===== src/hdl/det4_pkg.sv =====
// Package for the 4x4 integer determinant pipeline: word and row types,
// pipeline control struct, cofactor index tables and the wrapping multiply.
// No dependencies.
package det4_pkg;

  localparam int NUM_STAGES = 6;
  localparam int NUM_PAIRS  = 6;

  typedef logic [31:0] word_t;
  // Element j of a row sits at bits 32*j+31 .. 32*j
  typedef logic [3:0][31:0] row_t;
  typedef logic [NUM_PAIRS-1:0][31:0] pair_vec_t;

  // Per-stage capture enables from the pipeline controller
  typedef struct packed {
    logic [NUM_STAGES-1:0] en;
  } pipe_ctrl_t;

  // Column pairs of the lower two rows, in minor index order
  localparam logic [1:0] PAIR_I [NUM_PAIRS] = '{2'd0, 2'd0, 2'd0, 2'd1, 2'd1, 2'd2};
  localparam logic [1:0] PAIR_J [NUM_PAIRS] = '{2'd1, 2'd2, 2'd3, 2'd2, 2'd3, 2'd3};

  // For the cofactor of column j: which row-1 column weights which 2x2 minor
  localparam logic [1:0] M3_COL [4][3] = '{
    '{2'd1, 2'd2, 2'd3},
    '{2'd0, 2'd2, 2'd3},
    '{2'd0, 2'd1, 2'd3},
    '{2'd0, 2'd1, 2'd2}
  };
  localparam logic [2:0] M3_PAIR [4][3] = '{
    '{3'd5, 3'd4, 3'd3},
    '{3'd5, 3'd2, 3'd1},
    '{3'd4, 3'd2, 3'd0},
    '{3'd3, 3'd1, 3'd0}
  };

  // Low half of a 32x32 product
  function automatic word_t mul_lo(input word_t a, input word_t b);
    return a * b;
  endfunction

endpackage


===== src/hdl/det4_expand.sv =====
// Stages 5-6: expansion along the first row into the determinant.
// Depends on det4_pkg.
module det4_expand
  import det4_pkg::*;
(
  input  logic       clk,
  input  pipe_ctrl_t ctrl,
  input  row_t       cof,
  input  row_t       row_a,
  output word_t      det
);

  row_t  prod_r;
  word_t det_r;

  // Stage 5: first-row element times its 3x3 minor
  always_ff @(posedge clk) begin
    if (ctrl.en[4]) begin
      for (int j = 0; j < 4; j++) begin
        prod_r[j] <= mul_lo(row_a[j], cof[j]);
      end
    end
  end

  // Stage 6: signed sum, held as the output register
  always_ff @(posedge clk) begin
    if (ctrl.en[5]) begin
      det_r <= prod_r[0] - prod_r[1] + prod_r[2] - prod_r[3];
    end
  end

  assign det = det_r;

endmodule


===== config.mk =====
export PLATFORM = sky130hd
export DESIGN_NAME = det4_expand
export DESIGN_NICKNAME = d
export VERILOG_FILES = /design/src/hdl/det4_pkg.sv /design/src/hdl/det4_expand.sv
export SDC_FILE = /design/constraint.sdc
export NUM_CORES = 2
export LEC_CHECK = 0
export BUFFER_PORTS_ARGS = -buffer_cell sky130_fd_sc_hd__buf_4
export CORE_MARGIN = 1
export CORE_UTILIZATION = 61
export DETAILED_ROUTE_END_ITERATION = 12
export HOLD_SLACK_MARGIN = 0.08
export PLACE_DENSITY = 0.79
export SYNTH_ARGS = -nofsm -noshare
export SYNTH_HDL_FRONTEND = slang
export SYNTH_SLANG_ARGS = --single-unit

===== constraint.sdc =====
create_clock -name clk -period 19.65 [get_ports clk]
set_clock_uncertainty 0.1 [all_clocks]
set_input_delay 3.93 -clock clk [delete_from_list [all_inputs] [get_ports clk]]
set_output_delay 3.93 -clock clk [all_outputs]
set_load 0.03 [all_outputs]

==> flow_summary.ini <==
[outcome]
status = complete, no violations

[grt]
grt_pass1_vias = 55000
grtUsageTotal_pct = 32.2
grt.busiest_layer = met2
use_met3_pct = 5.40
grtUsageMet2_pct = 54.3
grt_max_degree = 80
antenna_found_initial = 3
grt_pass1_wl_mm = 291
grt_overflow = 0
grt_use_met1_pct = 42.6

[critical_path]
worstSetupEndpointType = flop
critical-path-slowest-cell = fa_1
cpPeakStageDelay_ns = 0.54
cp_common_cell = fa_1
required_ns = 19.76
cp_max_fo = 30
path_class = in2reg
worstPathArrival_ns = 11.22
critPathLaunchType = primary input

[floorplanning]
coreArea_um2 = 113000
die_w_um = 341
fp.dieArea_um2 = 116000
rows = 123
ioPinCount = 295
start_util_pct = 61.8
die_h_um = 341

[yosys]
synth_cells = 7375
yosysSeqAreaShare_pct = 6.87
async_reset_ff_share_pct = 0
synth_area_um2 = 69900
ys_ff_latch = 160
syn_nets = 9856
synth-edff-count = 160
ys_warn_count = 0
synth_area_per_cell_um2 = 9.48
synth-main-ff-cell = edfxtp_1
ys_types = 55

[timing]
max_slew_margin_pct = 49.2
worst_pin_slew_ns = 0.762
timing.setup.tns_ns = 0
rsz0062_at_grt = false
setup_viol = 0
period_share_pct = 56.5
drv_slew = 0
worst_slack_ns = 8.55
min_period_ns = 11.10
fmax_mhz = 90.1
hold_viol_final = 0

[routing]
drtAntennaViolNets = 0
drc = 0
routed_wl_mm = 178
num_vias = 49600
drt_first_pass_iters = 7
wire_per_inst_um = 20.1
via_per_inst = 5.60
drt_iter0_markers = 3558

[clocking]
path_clk_slew_ns = 0.07
numCtsBuffers = 17
root_buffer = clkbuf_16
cts.sinks = 160
clk_latency_ns = 0.49
cts_max_level = 4
clk_path_buf_depth = 2
cts_setup_buffers = 0
cts_tree = yes
hold_buffers = 0
cts-resized-gates = 0

[placement]
gp_congestion = 0.924
portBuffers = 290
post-place-ws_ns = 8.03
dp_hpwl_mm = 143

[finish]
nets = 9822
layout-drive-gt1-share_pct = 4.62
area_growth_pct = 4.82

[min_path]
hold_path.class = reg2reg

[run]
drv_cap = 0
metrics by stage:
stage / instance area (um2) / util (%) / instances / hold slack [ns]
after floorplan: 69900 / - / 7375 / 0.450
after global placement: 72700 / 64.3 / 8822 / 0.480
after detailed placement: 72700 / 64.3 / 8822 / 0.485
after CTS: 73300 / 64.8 / 8854 / 0.515
after global routing: 73300 / 64.8 / 8855 / 0.543
final: 73300 / 64.8 / 8856 / 0.511
per-layer routing:
layer  vias to the layer above  wire [um]
met1                     25700      69600
met3                       380      15000
li1                      21300          -
met2                      2164      87400
met4                         4       5850
met5                         -         71
synthesized netlist by cell type, drive strengths merged (2+ instances only):
cell type	count	area share, %
o21bai	22	0.24
xnor2	288	3.6
o21a	21	0.23
o22ai	2	0.027
nor2b	14	0.13
nand4	9	0.081
nand2	986	5.3
ha	524	9.4
a211oi	8	0.086
nor2	59	0.32
clkbuf	343	1.8
xor2	86	1.1
nor4	2	0.018
o41a	2	0.032
inv	1630	8.8
and3	8	0.072
o21ai	62	0.45
a21boi	3	0.032
o221ai	3	0.038
o211ai	6	0.072
a221oi	2	0.034
a21oi	128	0.96
nand3	23	0.16
fa	1694	49
nor3	12	0.086
nand4b	2	0.025
a311oi	3	0.047
nand2b	21	0.19
a31oi	11	0.11
and2	1174	11
a21o	53	0.57
o31ai	3	0.032
edfxtp	160	6.9
critical path: cells and delay by family:
kind | cells | cell delay, ns
compound gates | 8 | 1.64
xor+xnor | 1 | 0.43
fa+ha+maj | 9 | 3.79
buf+inv | 5 | 0.47
simple gates | 6 | 0.96
state kept, by name, indices dropped and copies added, names as in the netlist:
name	count
prod_r	128
det	32
worst paths after layout:
check | from | end | slack, ns | cells after the start
worst min-delay path | prod_r[1]$_DFFE_PP_ | det[0]$_DFFE_PP_ | 0.51 | 1
worst max register to register | prod_r[0]$_DFFE_PP_ | det[30]$_DFFE_PP_ | 14.44 | 21
worst min register to register | prod_r[1]$_DFFE_PP_ | det[0]$_DFFE_PP_ | 0.51 | 1
worst max-delay path | cof[98] | prod_r[126]$_DFFE_PP_ | 8.55 | 29
layout make-up:
cell class                 count  area (um2)
multi-input combinational   5241       57700
clock buffer                  17         425
antenna                        2        5.00
clock inverter                15         165
inverter                    1630        6120
fill                        8959       39800
tap                         1500        1880
timing repair buffer         291        2190
sequential                   160        4800
cells in the final DEF (no fill, tap or decap), types with 86 or more instances in the layout:
cell type and n:
fa_1 1694, inv_1 1628, and2_1 1174, nand2_1 986
ha_1 524, buf_4 290, xnor2_1 288, edfxtp_1 160
a21oi_1 121, xor2_1 86
cell families (layout without fill, tap and decap cells):
logic type / after synthesis / count (layout) / synth area share [%]
buffers and inverters: 1974 / 1953 / 10.6
other: 0 / 2 / 0
flip-flops: 160 / 160 / 6.87
AO/OA/AOI/OAI: 336 / 336 / 3.05
XOR/XNOR: 374 / 374 / 4.69
adder cells (fa/ha/maj): 2218 / 2218 / 57.9
AND/OR/NAND/NOR: 2313 / 2313 / 16.9
Power is not shown: default switching activity piles up to over one toggle a cycle in this logic, so the estimate is an artifact.
