## config.mk

```make
export PLATFORM = sky130hd
export DESIGN_NAME = det4_pipe_ctrl
export DESIGN_NICKNAME = d
export VERILOG_FILES = /design/src/hdl/det4_pkg.sv /design/src/hdl/det4_pipe_ctrl.sv
export SDC_FILE = /design/constraint.sdc
export NUM_CORES = 1
export LEC_CHECK = 0
export BUFFER_PORTS_ARGS = -buffer_cell sky130_fd_sc_hd__buf_4
export CORE_AREA = 2 2 39 41
export DETAILED_ROUTE_END_ITERATION = 12
export DIE_AREA = 0 0 41 43
export PLACE_DENSITY = 0.49
export RECOVER_POWER = 25
export REMOVE_ABC_BUFFERS = 1
export SYNTH_ARGS = -nofsm -noshare
export SYNTH_HDL_FRONTEND = slang
export SYNTH_SLANG_ARGS = --single-unit
```

## constraint.sdc

```tcl
create_clock -name clk -period 1.25 [get_ports clk]
set_clock_uncertainty 0.15 [all_clocks]
set_input_delay 0.1875 -clock clk [delete_from_list [all_inputs] [get_ports clk]]
set_output_delay 0.1875 -clock clk [all_outputs]
set_load 0.02 [all_outputs]
```

## src/hdl/det4_pkg.sv

```systemverilog
// Package for the 4x4 integer determinant pipeline: word and row types,
// pipeline control struct, cofactor index tables and the wrapping multiply.
// No dependencies.
package det4_pkg;

  localparam int NUM_STAGES = 6;
  localparam int NUM_PAIRS  = 6;

  typedef logic [31:0] word_t;
  // Element j of a row sits at bits 32*j+31 .. 32*j
  typedef logic [3:0][31:0] row_t;
  typedef logic [NUM_PAIRS-1:0][31:0] pair_vec_t;

  // Per-stage capture enables from the pipeline controller
  typedef struct packed {
    logic [NUM_STAGES-1:0] en;
  } pipe_ctrl_t;

  // Column pairs of the lower two rows, in minor index order
  localparam logic [1:0] PAIR_I [NUM_PAIRS] = '{2'd0, 2'd0, 2'd0, 2'd1, 2'd1, 2'd2};
  localparam logic [1:0] PAIR_J [NUM_PAIRS] = '{2'd1, 2'd2, 2'd3, 2'd2, 2'd3, 2'd3};

  // For the cofactor of column j: which row-1 column weights which 2x2 minor
  localparam logic [1:0] M3_COL [4][3] = '{
    '{2'd1, 2'd2, 2'd3},
    '{2'd0, 2'd2, 2'd3},
    '{2'd0, 2'd1, 2'd3},
    '{2'd0, 2'd1, 2'd2}
  };
  localparam logic [2:0] M3_PAIR [4][3] = '{
    '{3'd5, 3'd4, 3'd3},
    '{3'd5, 3'd2, 3'd1},
    '{3'd4, 3'd2, 3'd0},
    '{3'd3, 3'd1, 3'd0}
  };

  // Low half of a 32x32 product
  function automatic word_t mul_lo(input word_t a, input word_t b);
    return a * b;
  endfunction

endpackage

```

## src/hdl/det4_pipe_ctrl.sv

```systemverilog
// Valid bits and stall handling for the six determinant stages.
// Depends on det4_pkg.
module det4_pipe_ctrl
  import det4_pkg::*;
(
  input  logic       clk,
  input  logic       rst_n,
  input  logic       in_valid,
  output logic       in_ready,
  output logic       out_valid,
  input  logic       out_ready,
  output pipe_ctrl_t ctrl
);

  logic [NUM_STAGES-1:0] valid_r;
  logic [NUM_STAGES-1:0] valid_nxt;
  logic [NUM_STAGES-1:0] free;
  logic [NUM_STAGES-1:0] upstream;

  // A stage may load when it is empty or its content moves on
  always_comb begin
    free[NUM_STAGES-1] = !valid_r[NUM_STAGES-1] || out_ready;
    for (int k = NUM_STAGES - 2; k >= 0; k--) begin
      free[k] = !valid_r[k] || free[k+1];
    end
  end

  // Advance valid bits; bubbles collapse behind a stalled stage
  always_comb begin
    upstream = {valid_r[NUM_STAGES-2:0], in_valid};
    for (int k = 0; k < NUM_STAGES; k++) begin
      valid_nxt[k] = free[k] ? upstream[k] : valid_r[k];
      ctrl.en[k]   = free[k] && upstream[k];
    end
  end

  always_ff @(posedge clk) begin
    if (!rst_n) begin
      valid_r <= '0;
    end else begin
      valid_r <= valid_nxt;
    end
  end

  assign in_ready  = free[0];
  assign out_valid = valid_r[NUM_STAGES-1];

endmodule

```

==> parameters.txt, run 1 <==
Parameter                              Value

Final layout
  Final cell count without fillers    68
  Layout cells sized above 1    0.558
  Fin area    495 um2
  Layout Nets    58
  Number of inserted filler cells in the final layout    148
  Number of flip-flops under the largest register name    6
  Synth-to-layout area growth    74.4%
  Final core utilization    0.358
  Largest Register    valid_r
  Ant diodes    0
  Largest registers    valid_r x6

Logic synthesis
  Post-synth top flop    dfxtp_1
  Number of warning messages in the yosys log    0
  Yosys top cell area share    0.423
  Cell taking the most area after synthesis    dfxtp_1
  Number of distinct library cells after synthesis    16
  Register bit total from synthesis    6
  Top-count cell post-synth    dfxtp_1
  Cell area after synthesis    284 um2
  Largest cells by area after synthesis    dfxtp_1, o21a_1, nor2b_1
  Sequential cell area fraction in the yosys report    0.423
  Avg Cell Area, Syn    8.88 um2
  Commonest cells in the synthesized netlist    dfxtp_1, nand2_1, o21a_1, nor2b_1, o21ai_0
  Fraction of registers with async set or reset after synthesis    0
  Number of enable-type register cells in the synthesized netlist    0
  Number of standard cells after synthesis    32

Placed design
  Pre-CTS setup slack    -69.1 ps
  Placed Area    427 um2
  Post-detail-place hpwl    519 um
  # placed instances    64
  Weighted congestion reported at the end of routability-driven placement    0.619
  # port buffers    11

Timing
  Hold slack final    6.85 ps
  Final setup margin    -246 ps
  Fmax    0.669 GHz
  Unrepaired setup endpoints after global routing    yes
  Number of setup violations in the final report    7
  Total count of hold-check failures in the final report    0
  Number of slew-limit violations in the final report    0
  Fin crit period    1500 ps
  Total negative slack for setup checks    -1310 ps
  Worst Tran Pin Value    180 ps
  Final Cycle Share    1.20
  Worst relative slew slack    0.879

Global route
  Maximum number of pins on one net before global-route repair    10
  Total congestion overflow    0
  Global-route wire length before repair    1120 um
  Overall track demand over capacity in global routing    0.0952
  Initial antenna violation count    0
  Vias in the first global route    273

Clocking
  Reg clk slew, reported paths    50 ps
  H-tree levels    1
  Worst-case clock buffer depth    2
  Root buffer cell    clkbuf_4
  TritonCTS sink count    6
  CTS tree    built
  Clock latency of the later-clocked register in the worst-skew pair    250 ps
  Inserted Clock Buffers    3
  Number of hold-repair buffers added at the cts stage    0

Floorplanning
  I/O pin cnt    12
  Die footprint    0.00176 mm2
  Horizontal die dimension    41 um
  Die outline height    43 um
  Floorplan row count    14
  Initial Utilization    0.205
  Total core area    0.00138 mm2

Power
  Leakage power    0.248 nW
  Max VDD drop    344 uV
  Sum of internal, switching and leakage power    0.438 mW
  Power density over cell area    885 mW/mm2

Setup path
  Category of cells accounting for the largest share of critical-path delay    flip-flops
  Critical path buffer and inverter count    1
  Worst Setup End Kind    primary output
  Critical Path Max Stage Delay    360 ps
  Largest fanout on the critical path    5
  Ordered cell list for the critical path    and4b_1 -> a31oi_1 -> buf_4
  Highest-delay cell along the critical path    dfxtp_4
  Worst setup SP type    flip-flop
  Startpoint-to-endpoint class of the critical path    reg -> out
  Data arrival, critical path    1160 ps
  Data required time of the critical path    910 ps

Detailed routing
  Final routed wire length divided by cell count    10.5 um
  DRC violation total after the first TritonRoute iteration    2
  Number of optimization iterations in the first detailed-route pass    4
  Via count    307
  DRC violation count after routing    0
  Post-route antenna net violation count    0
  Post-detailed-route via-to-cell ratio    4.51
  Wire length reported by the detailed router    713 um

Run
  Max-Cap Viols    0

Hold path
  Hold Path Class    in -> reg

Status
  Failing checks    negative setup slack
  Result of the run    finished with violations
path summary, 6_finish.rpt:
kind | start | endpoint | slack, ps | cells after the start
min | in_valid | valid_r[0] | 7 | 3
max | valid_r[5] | ctrl[1] | -250 | 3
min reg2reg | valid_r[2] | valid_r[2] | 340 | 2
max reg2reg | valid_r[4] | valid_r[1] | 80 | 4
report_power, final:
part / switching (mW) / total [mW] / internal [mW] / leakage (nW)
logic: 0.0243 / 0.0523 / 0.0280 / 0.182
clock network: 0.0755 / 0.185 / 0.109 / 0.0138
registers: 0.00606 / 0.202 / 0.195 / 0.0516
total: 0.106 / 0.438 / 0.332 / 0.248
worst reg2reg max path: stages, from the launching register on:
cell and delay [ps]:
dfxtp_2 370, nand4b_4 140, buf_4 160, buf_4 120, o21ai_0 150
routing by layer:
metal | global-route usage | routed length [um] | vias to the layer above
met4 | 0.0200 | 0 | 0
met2 | 0.150 | 349 | 11
met3 | 0.0628 | 60 | 0
li1 | - | - | 154
met5 | 0 | 0 | -
met1 | 0.102 | 302 | 142
cell usage in the layout (no fill, tap or decap):
| cell type | n |
|---|---|
| dfxtp_4 | 1 |
| nand3_1 | 2 |
| or2_1 | 1 |
| and2_4 | 1 |
| buf_6 | 3 |
| nor2b_1 | 2 |
| o21a_1 | 4 |
| nand2_1 | 4 |
| and4b_1 | 1 |
| and3b_1 | 1 |
| a31oi_1 | 1 |
| a21boi_1 | 1 |
| nand4b_4 | 1 |
| nand4_1 | 1 |
| inv_1 | 1 |
| clkbuf_4 | 3 |
| nor2b_4 | 1 |
| dfxtp_1 | 1 |
| dfxtp_2 | 4 |
| o21ai_0 | 3 |
| buf_4 | 15 |
area by class of cell:
cell class | instances | area [um2] | area share
multi-input cells | 24 | 174 | 0.351
repair buffers | 18 | 146 | 0.295
flip-flops and latches | 6 | 129 | 0.260
clock buffers | 3 | 22.5 | 0.0455
well taps | 16 | 20.0 | 0.0404
inverters | 1 | 3.75 | 0.00758
repair_timing:
action                                 CTS  global route
resized for setup                       14             0
buffers inserted                         1             0
endpoints found under the hold margin    0             0
setup endpoints to repair                7             7
pin swaps                                5             1
cell families after synthesis:
group | synth area share
and+or+nand+nor | 0.339
AOI/OAI and AO/OA | 0.207
DFF | 0.423
buffers and inverters | 0.0308
Note: power is estimated with default switching activity, not from simulation.
==> inputs of run 2 (changes only) <==
- ABC_AREA: not set -> 1
- RECOVER_POWER: 25 -> 50
==> run 2 against run 1 <==
  * Worst setup slack lost 35 ps
  * Synthesized area shrank 1.8%
  * Clock power is essentially flat
  * Cell count grew 5.9%
  * Largest power group unchanged
  * The run still ends with negative setup slack left
  * Die area is the same
  * Total power shrank 0.92%
  * Highest routed layer is now met4
  * Critical path depth grew 3
  * Global-route usage shrank 0.38 points
  * Via count grew 0.33%
==> parameters.txt, run 2 <==
Parameter                              Value

Status
  Result of the run    finished with violations (unchanged)
  Failing checks    negative setup slack (unchanged)

Power
  Power Internal    0.328 mW (was 0.332 mW)
  Fraction of power consumed by sequential logic    0.470 (was 0.460)
  Switching fraction of total power    0.245 (was 0.242)
  Power density over cell area    885 mW/mm2 (about the same)
  Max VDD drop    417 uV (was 344 uV)
  Combinational fraction of design power    0.109 (was 0.119)
  Leakage power    0.241 nW (was 0.248 nW)
  Sum of internal, switching and leakage power    0.434 mW (was 0.438 mW)
  Portion of total power attributed to the clock network    0.421 (about the same)
  Reported net switching power    0.107 mW (was 0.106 mW)

Timing
  Fin crit period    1530 ps (was 1500 ps)
  Worst Tran Pin Value    249 ps (was 180 ps)
  Fmax    0.653 GHz (was 0.669 GHz)
  Worst relative slew slack    0.834 (was 0.879)
  Total count of hold-check failures in the final report    0 (unchanged)
  Final setup margin    -281 ps (was -246 ps)
  Number of slew-limit violations in the final report    0 (unchanged)
  Final Cycle Share    1.23 (was 1.20)
  Unrepaired setup endpoints after global routing    yes (unchanged)
  Hold slack final    52.2 ps (was 6.85 ps)
  Number of setup violations in the final report    8 (was 7)

Setup path
  Startpoint-to-endpoint class of the critical path    reg -> out (unchanged)
  Data arrival, critical path    1190 ps (was 1160 ps)
  Ordered cell list for the critical path    nand3_4 -> nor2_4 -> nand2_2 -> inv_2 -> a21oi_2 -> buf_4 (was and4b_1 -> a31oi_1 -> buf_4)
  Data required time of the critical path    910 ps (about the same)
  Largest fanout on the critical path    4 (was 5)
  Worst Setup End Kind    primary output (unchanged)
  Category of cells accounting for the largest share of critical-path delay    flip-flops (unchanged)
  Critical path buffer and inverter count    2 (was 1)
  Worst setup SP type    flip-flop (unchanged)
  Critical Path Max Stage Delay    340 ps (was 360 ps)
  Highest-delay cell along the critical path    dfxtp_2 (was dfxtp_4)

Floorplanning
  Horizontal die dimension    41 um (unchanged)
  Floorplan row count    14 (unchanged)
  Initial Utilization    0.202 (was 0.205)
  I/O pin cnt    12 (unchanged)
  Die outline height    43 um (unchanged)
  Total core area    0.00138 mm2 (unchanged)
  Die footprint    0.00176 mm2 (unchanged)

Detailed routing
  Post-route antenna net violation count    0 (unchanged)
  DRC violation count after routing    0 (unchanged)
  Via count    308 (was 307)
  Final routed wire length divided by cell count    9.26 um (was 10.5 um)
  DRC violation total after the first TritonRoute iteration    2 (unchanged)
  Post-detailed-route via-to-cell ratio    4.28 (was 4.51)
  Number of optimization iterations in the first detailed-route pass    4 (unchanged)
  Wire length reported by the detailed router    667 um (was 713 um)

Global route
  Initial antenna violation count    0 (unchanged)
  Total congestion overflow    0 (unchanged)
  Global-route wire length before repair    1050 um (was 1120 um)
  Vias in the first global route    273 (unchanged)
  Overall track demand over capacity in global routing    0.0914 (was 0.0952)
  Maximum number of pins on one net before global-route repair    7 (was 10)

Placed design
  Pre-CTS setup slack    -95.2 ps (was -69.1 ps)
  # placed instances    65 (was 64)
  Post-detail-place hpwl    469 um (was 519 um)
  # port buffers    11 (unchanged)
  Weighted congestion reported at the end of routability-driven placement    0.643 (was 0.619)

Logic synthesis
  Cell taking the most area after synthesis    dfxtp_1 (unchanged)
  Cell area after synthesis    279 um2 (was 284 um2)
  Number of warning messages in the yosys log    0 (unchanged)
  Top-count cell post-synth    inv_1 (was dfxtp_1)
  Avg Cell Area, Syn    7.75 um2 (was 8.88 um2)
  Commonest cells in the synthesized netlist    inv_1, a21oi_1, dfxtp_1, nand2_1 (was dfxtp_1, nand2_1, o21a_1, nor2b_1, o21ai_0)
  Yosys top cell area share    0.430 (was 0.423)
  Largest cells by area after synthesis    dfxtp_1, inv_1, a21oi_1 (was dfxtp_1, o21a_1, nor2b_1)
  Number of distinct library cells after synthesis    11 (was 16)
  Post-synth top flop    dfxtp_1 (unchanged)
  Sequential cell area fraction in the yosys report    0.430 (was 0.423)
  Register bit total from synthesis    6 (unchanged)
  Number of standard cells after synthesis    36 (was 32)
  Number of enable-type register cells in the synthesized netlist    0 (unchanged)
  Fraction of registers with async set or reset after synthesis    0 (unchanged)

Clocking
  Worst-case clock buffer depth    2 (unchanged)
  Clock latency of the later-clocked register in the worst-skew pair    240 ps (was 250 ps)
  Reg clk slew, reported paths    50 ps (about the same)
  CTS tree    built (unchanged)
  Inserted Clock Buffers    3 (unchanged)
  H-tree levels    1 (unchanged)
  Number of hold-repair buffers added at the cts stage    0 (unchanged)
  Root buffer cell    clkbuf_4 (unchanged)
  TritonCTS sink count    6 (unchanged)

Final layout
  Number of flip-flops under the largest register name    6 (unchanged)
  Layout cells sized above 1    0.643 (was 0.558)
  Leading cell types in the layout, fill and taps excluded    buf_4, inv_1, a21oi_1, inv_2, buf_6 (was buf_4, o21a_1, nand2_1, dfxtp_2)
  Synth-to-layout area growth    75.8% (was 74.4%)
  Final cell count without fillers    72 (was 68)
  Layout Nets    62 (was 58)
  Most common library cell in the layout ignoring fill and taps    buf_4 (unchanged)
  Ant diodes    0 (unchanged)
  Largest Register    valid_r (unchanged)
  Largest registers    valid_r x6 (unchanged)

Run
  Max-Cap Viols    0 (unchanged)

Hold path
  Hold Path Class    in -> reg (unchanged)
==> run 2: cell types whose count changed after synthesis, moves of 3 or more <==
cell     previous run  this run
o21ai_0             3         0
nor2b_1             3         0
a21oi_1             0         7
o21a_1              4         0
inv_1               1        11
==> run 2: worst paths after layout <==
kind / endpoint / from / cells after the start / slack (ps)
worst min-delay path: valid_r[0] / in_valid / 3 / 50
worst min register to register: valid_r[4] / valid_r[3] / 2 / 340
worst max-delay path: ctrl[1] / valid_r[5] / 6 / -280
worst max register to register: valid_r[0] / valid_r[5] / 6 / -10
==> run 2: layer usage <==
layer  GRT usage  up-vias  routed length, um
met3      0.0314        2                 60
met2       0.144       14                360
met1      0.0965      143                234
met4      0.0600        0                 11
li1            -      149                  -
met5           0        -                  0
==> run 2: logic make-up (layout without fill, tap and decap cells) <==
group / after synthesis / count (layout) / synth area share
compound gates: 8 / 8 / 0.157
flops: 6 / 6 / 0.431
buf+inv: 12 / 32 / 0.161
simple gates: 10 / 10 / 0.251
==> run 2: through the flow <==
step                setup TNS (ps)  instance area (um2)  utilization
floorplan                     -518                  279            -
detailed placement            -281                  397        0.287
CTS                          -1850                  469        0.339
global route                 -1890                  490        0.354
finish                       -1520                  490        0.354
global placement              -123                  397        0.287
==> run 2: final cells by class <==
cell class,count,area (um2)
Clock buffer,3,22.5
Fill cell,155,893
Inverter,12,45.0
Multi-Input combinational cell,18,136
Sequential cell,6,124
Tap cell,16,20.0
Timing Repair Buffer,17,143
==> run 2: power by group through the flow <==
| stage | registers (mW) | logic (mW) | clock network, mW |
|---|---|---|---|
| floorplan | 0.206 | 0.0225 | 0 |
| global placement | 0.206 | 0.0430 | 0 |
| detailed placement | 0.206 | 0.0432 | 0 |
| CTS | 0.203 | 0.0464 | 0.192 |
| global route | 0.205 | 0.0512 | 0.189 |
| finish | 0.204 | 0.0473 | 0.183 |
==> run 2: timing repair <==
action,in CTS,in global routing
setup endpoints to repair,7,7
buffers inserted,3,2
resized for setup,9,8
pin swaps,3,5
==> run 2: worst min-delay path, delay by kind of cell <==
kind / cells / cell delay, ps
buffers and inverters: 2 / 170
AO/OA/AOI/OAI: 1 / 50
==> inputs of run 3 (changes only) <==
- CELL_PAD_IN_SITES_DETAIL_PLACEMENT: not set -> 1
- CELL_PAD_IN_SITES_GLOBAL_PLACEMENT: not set -> 1
- PLACE_DENSITY: 0.49 -> 0.62
==> run 3 against run 2 <==
  * The run still ends with negative setup slack left
  * Via count fell by 5.5%
  * Register-to-register slack improved by 110 ps
  * Clock power rose by 2%
  * Routed wire length fell by 7.0%
  * Sequential share of layout area fell by 0.13 points
  * Combinational power rose by 4.9%
  * Largest power group unchanged
  * Worst setup slack improved by 23 ps
  * First-iteration DRC count fell by 50%
  * Largest cell class is now multi-input gates
  * Critical path type unchanged
==> parameters.txt, run 3 (synthesis gave the netlist of run 2 again) <==
Parameter                              Value

Floorplanning
  Total core area    0.00138 mm2 (unchanged)
  I/O pin cnt    12 (unchanged)
  Floorplan row count    14 (unchanged)
  Initial Utilization    0.202 (unchanged)
  Die footprint    0.00176 mm2 (unchanged)
  Horizontal die dimension    41 um (unchanged)
  Die outline height    43 um (unchanged)

Clocking
  Reg clk slew, reported paths    50 ps (about the same)
  Worst-case clock buffer depth    2 (unchanged)
  Clock latency of the later-clocked register in the worst-skew pair    250 ps (was 240 ps)
  H-tree levels    1 (unchanged)
  CTS tree    built (unchanged)
  Root buffer cell    clkbuf_4 (unchanged)
  TritonCTS sink count    6 (unchanged)
  Inserted Clock Buffers    3 (unchanged)

Timing
  Number of slew-limit violations in the final report    0 (unchanged)
  Final setup margin    -258 ps (was -281 ps)
  Fmax    0.663 GHz (was 0.653 GHz)
  Total count of hold-check failures in the final report    0 (unchanged)
  Worst Tran Pin Value    224 ps (was 249 ps)
  Worst relative slew slack    0.850 (was 0.834)
  Unrepaired setup endpoints after global routing    yes (unchanged)
  Total negative slack for setup checks    -1480 ps (was -1520 ps)
  Fin crit period    1510 ps (was 1530 ps)
  Final Cycle Share    1.21 (was 1.23)
  Number of setup violations in the final report    7 (was 8)

Setup path
  Largest fanout on the critical path    4 (unchanged)
  Data required time of the critical path    910 ps (about the same)
  Highest-delay cell along the critical path    dfxtp_4 (was dfxtp_2)
  Depth of the worst register-to-register path    5 (was 6)
  Worst R2R End    valid_r[0] (unchanged)
  Worst setup SP type    flip-flop (unchanged)
  Critical R2R Launch    valid_r[5] (unchanged)
  Critical Path Max Stage Delay    360 ps (was 340 ps)
  Startpoint-to-endpoint class of the critical path    reg -> out (unchanged)
  Ordered cell list for the critical path    nand3_4 -> nor2_4 -> nand2_2 -> inv_2 -> a21oi_2 -> buf_4 (unchanged)
  Worst Setup End Kind    primary output (unchanged)
  Reg-to-reg slack, setup    100 ps (was -10 ps)
  Data arrival, critical path    1170 ps (was 1190 ps)

Placed design
  Placed Area    397 um2 (unchanged)
  Post-detail-place hpwl    450 um (was 469 um)
  # port buffers    11 (unchanged)
  Weighted congestion reported at the end of routability-driven placement    0.673 (was 0.643)
  # placed instances    65 (unchanged)

Detailed routing
  DRC violation total after the first TritonRoute iteration    1 (was 2)
  Post-route antenna net violation count    0 (unchanged)
  DRC violation count after routing    0 (unchanged)
  Wire length reported by the detailed router    620 um (was 667 um)
  Via count    291 (was 308)
  Number of optimization iterations in the first detailed-route pass    2 (was 4)
  Post-detailed-route via-to-cell ratio    4.10 (was 4.28)
  Final routed wire length divided by cell count    8.73 um (was 9.26 um)

Hold path
  Hold Path Class    in -> reg (unchanged)
  Worst Hold End    valid_r[0] (unchanged)
  Worst Hold Launch    in_valid (unchanged)
  Number of cells on the worst hold path    3 (unchanged)

Final layout
  Largest Register    valid_r (unchanged)
  Sequential standard cell area    126 um2 (was 124 um2)
  Area of the multi-input gates    146 um2 (was 136 um2)
  Largest registers    valid_r x6 (unchanged)
  Number of flip-flops under the largest register name    6 (unchanged)
  Fin area    503 um2 (was 490 um2)
  Most common library cell in the layout ignoring fill and taps    buf_4 (unchanged)
  Synth-to-layout area growth    80.3% (was 75.8%)
  Leading cell types in the layout, fill and taps excluded    buf_4, inv_1, buf_6, a21oi_1 (was buf_4, inv_1, a21oi_1, inv_2, buf_6)
  Layout cells sized above 1    0.655 (was 0.643)
  Number of inserted filler cells in the final layout    169 (was 155)
  Final cell count without fillers    71 (was 72)
  Ant diodes    0 (unchanged)
  Layout Nets    61 (was 62)

Power
  Power density over cell area    871 mW/mm2 (was 885 mW/mm2)
  Combinational fraction of design power    0.113 (was 0.109)
  Reported net switching power    0.111 mW (was 0.107 mW)
  Switching fraction of total power    0.253 (was 0.245)
  Power Internal    0.327 mW (was 0.328 mW)
  Leakage power    0.237 nW (was 0.241 nW)
  Portion of total power attributed to the clock network    0.426 (was 0.421)
  Max VDD drop    295 uV (was 417 uV)
  Fraction of power consumed by sequential logic    0.460 (was 0.470)

Status
  Failing checks    negative setup slack (unchanged)
  Result of the run    finished with violations (unchanged)

Global route
  Vias in the first global route    285 (was 273)
  Global-route wire length before repair    1090 um (was 1050 um)
  Initial antenna violation count    0 (unchanged)
  Overall track demand over capacity in global routing    0.0944 (was 0.0914)
  Total congestion overflow    0 (unchanged)
  Maximum number of pins on one net before global-route repair    7 (unchanged)

Run
  Max-Cap Viols    0 (unchanged)
## run 3: cell types whose count changed in the layout (fill, tap and decap cells not counted)
cell     previous run  this run
dfxtp_2             3         2
a21oi_4             0         1
nand2_1             2         1
nand2_2             3         4
a21oi_2             3         2
buf_4              13        10
dfxtp_4             0         1
buf_6               4         6
## run 3: worst max-delay path by stage
stage / end / from / cells after the start
2_1_floorplan: ctrl[0] / valid_r[5] / 5
3_3_place_gp: ctrl[1] / out_ready / 8
3_5_place_dp: ctrl[1] / out_ready / 8
4_1_cts: ctrl[0] / valid_r[5] / 6
5_1_grt: ctrl[3] / valid_r[4] / 6
6_report: ctrl[1] / valid_r[5] / 6
## run 3: routing by layer
metal  global-route usage  wire length, um  vias up
met3               0.0314               36        2
met2                0.138              290       11
li1                     -                -      149
met5                    0                0        -
met1                0.103              273      129
met4               0.0800               19        0
## run 3: final cells by class
| type | instances | share of cell area |
|---|---|---|
| inverters | 12 | 0.0896 |
| flip-flops and latches | 6 | 0.251 |
| clock buffers | 3 | 0.0448 |
| multi-input cells | 18 | 0.291 |
| well taps | 16 | 0.0398 |
| repair buffers | 16 | 0.284 |
## run 3: power groups by stage
stage | registers [mW] | clock network, mW | logic [mW]
5_1_grt | 0.202 | 0.213 | 0.0539
3_3_place_gp | 0.206 | 0 | 0.0430
3_5_place_dp | 0.206 | 0 | 0.0435
4_1_cts | 0.203 | 0.192 | 0.0474
2_1_floorplan | 0.206 | 0 | 0.0225
6_report | 0.202 | 0.187 | 0.0496
## run 3: per-stage QoR
| step | worst slack [ps] | utilization | power, mW | hold slack, ps |
|---|---|---|---|---|
| after floorplan | -188 | - | 0.228 | 182 |
| after global placement | -76.7 | 0.287 | 0.249 | 302 |
| after detailed placement | -82.5 | 0.287 | 0.250 | 310 |
| after CTS | -326 | 0.346 | 0.442 | 50.1 |
| after global routing | -351 | 0.363 | 0.469 | 57.0 |
| final | -258 | 0.363 | 0.438 | 59.4 |
## run 3: what timing repair did
item                                    4_1_cts  5_1_grt
setup buffers                                 3        1
cloned                                        0        0
endpoints found under the setup margin        7        8
pin swaps                                     4        4
hold buffers                                  0        0
gates resized for setup                      13        9
hold endpoints to repair                      0        0
## run 3: critical path: cells and delay by family (launching register included)
family / cells / cell delay, ps
and+or+nand+nor: 3 / 300
AOI/OAI and AO/OA: 1 / 40
DFF: 1 / 360
buffers and inverters: 2 / 220
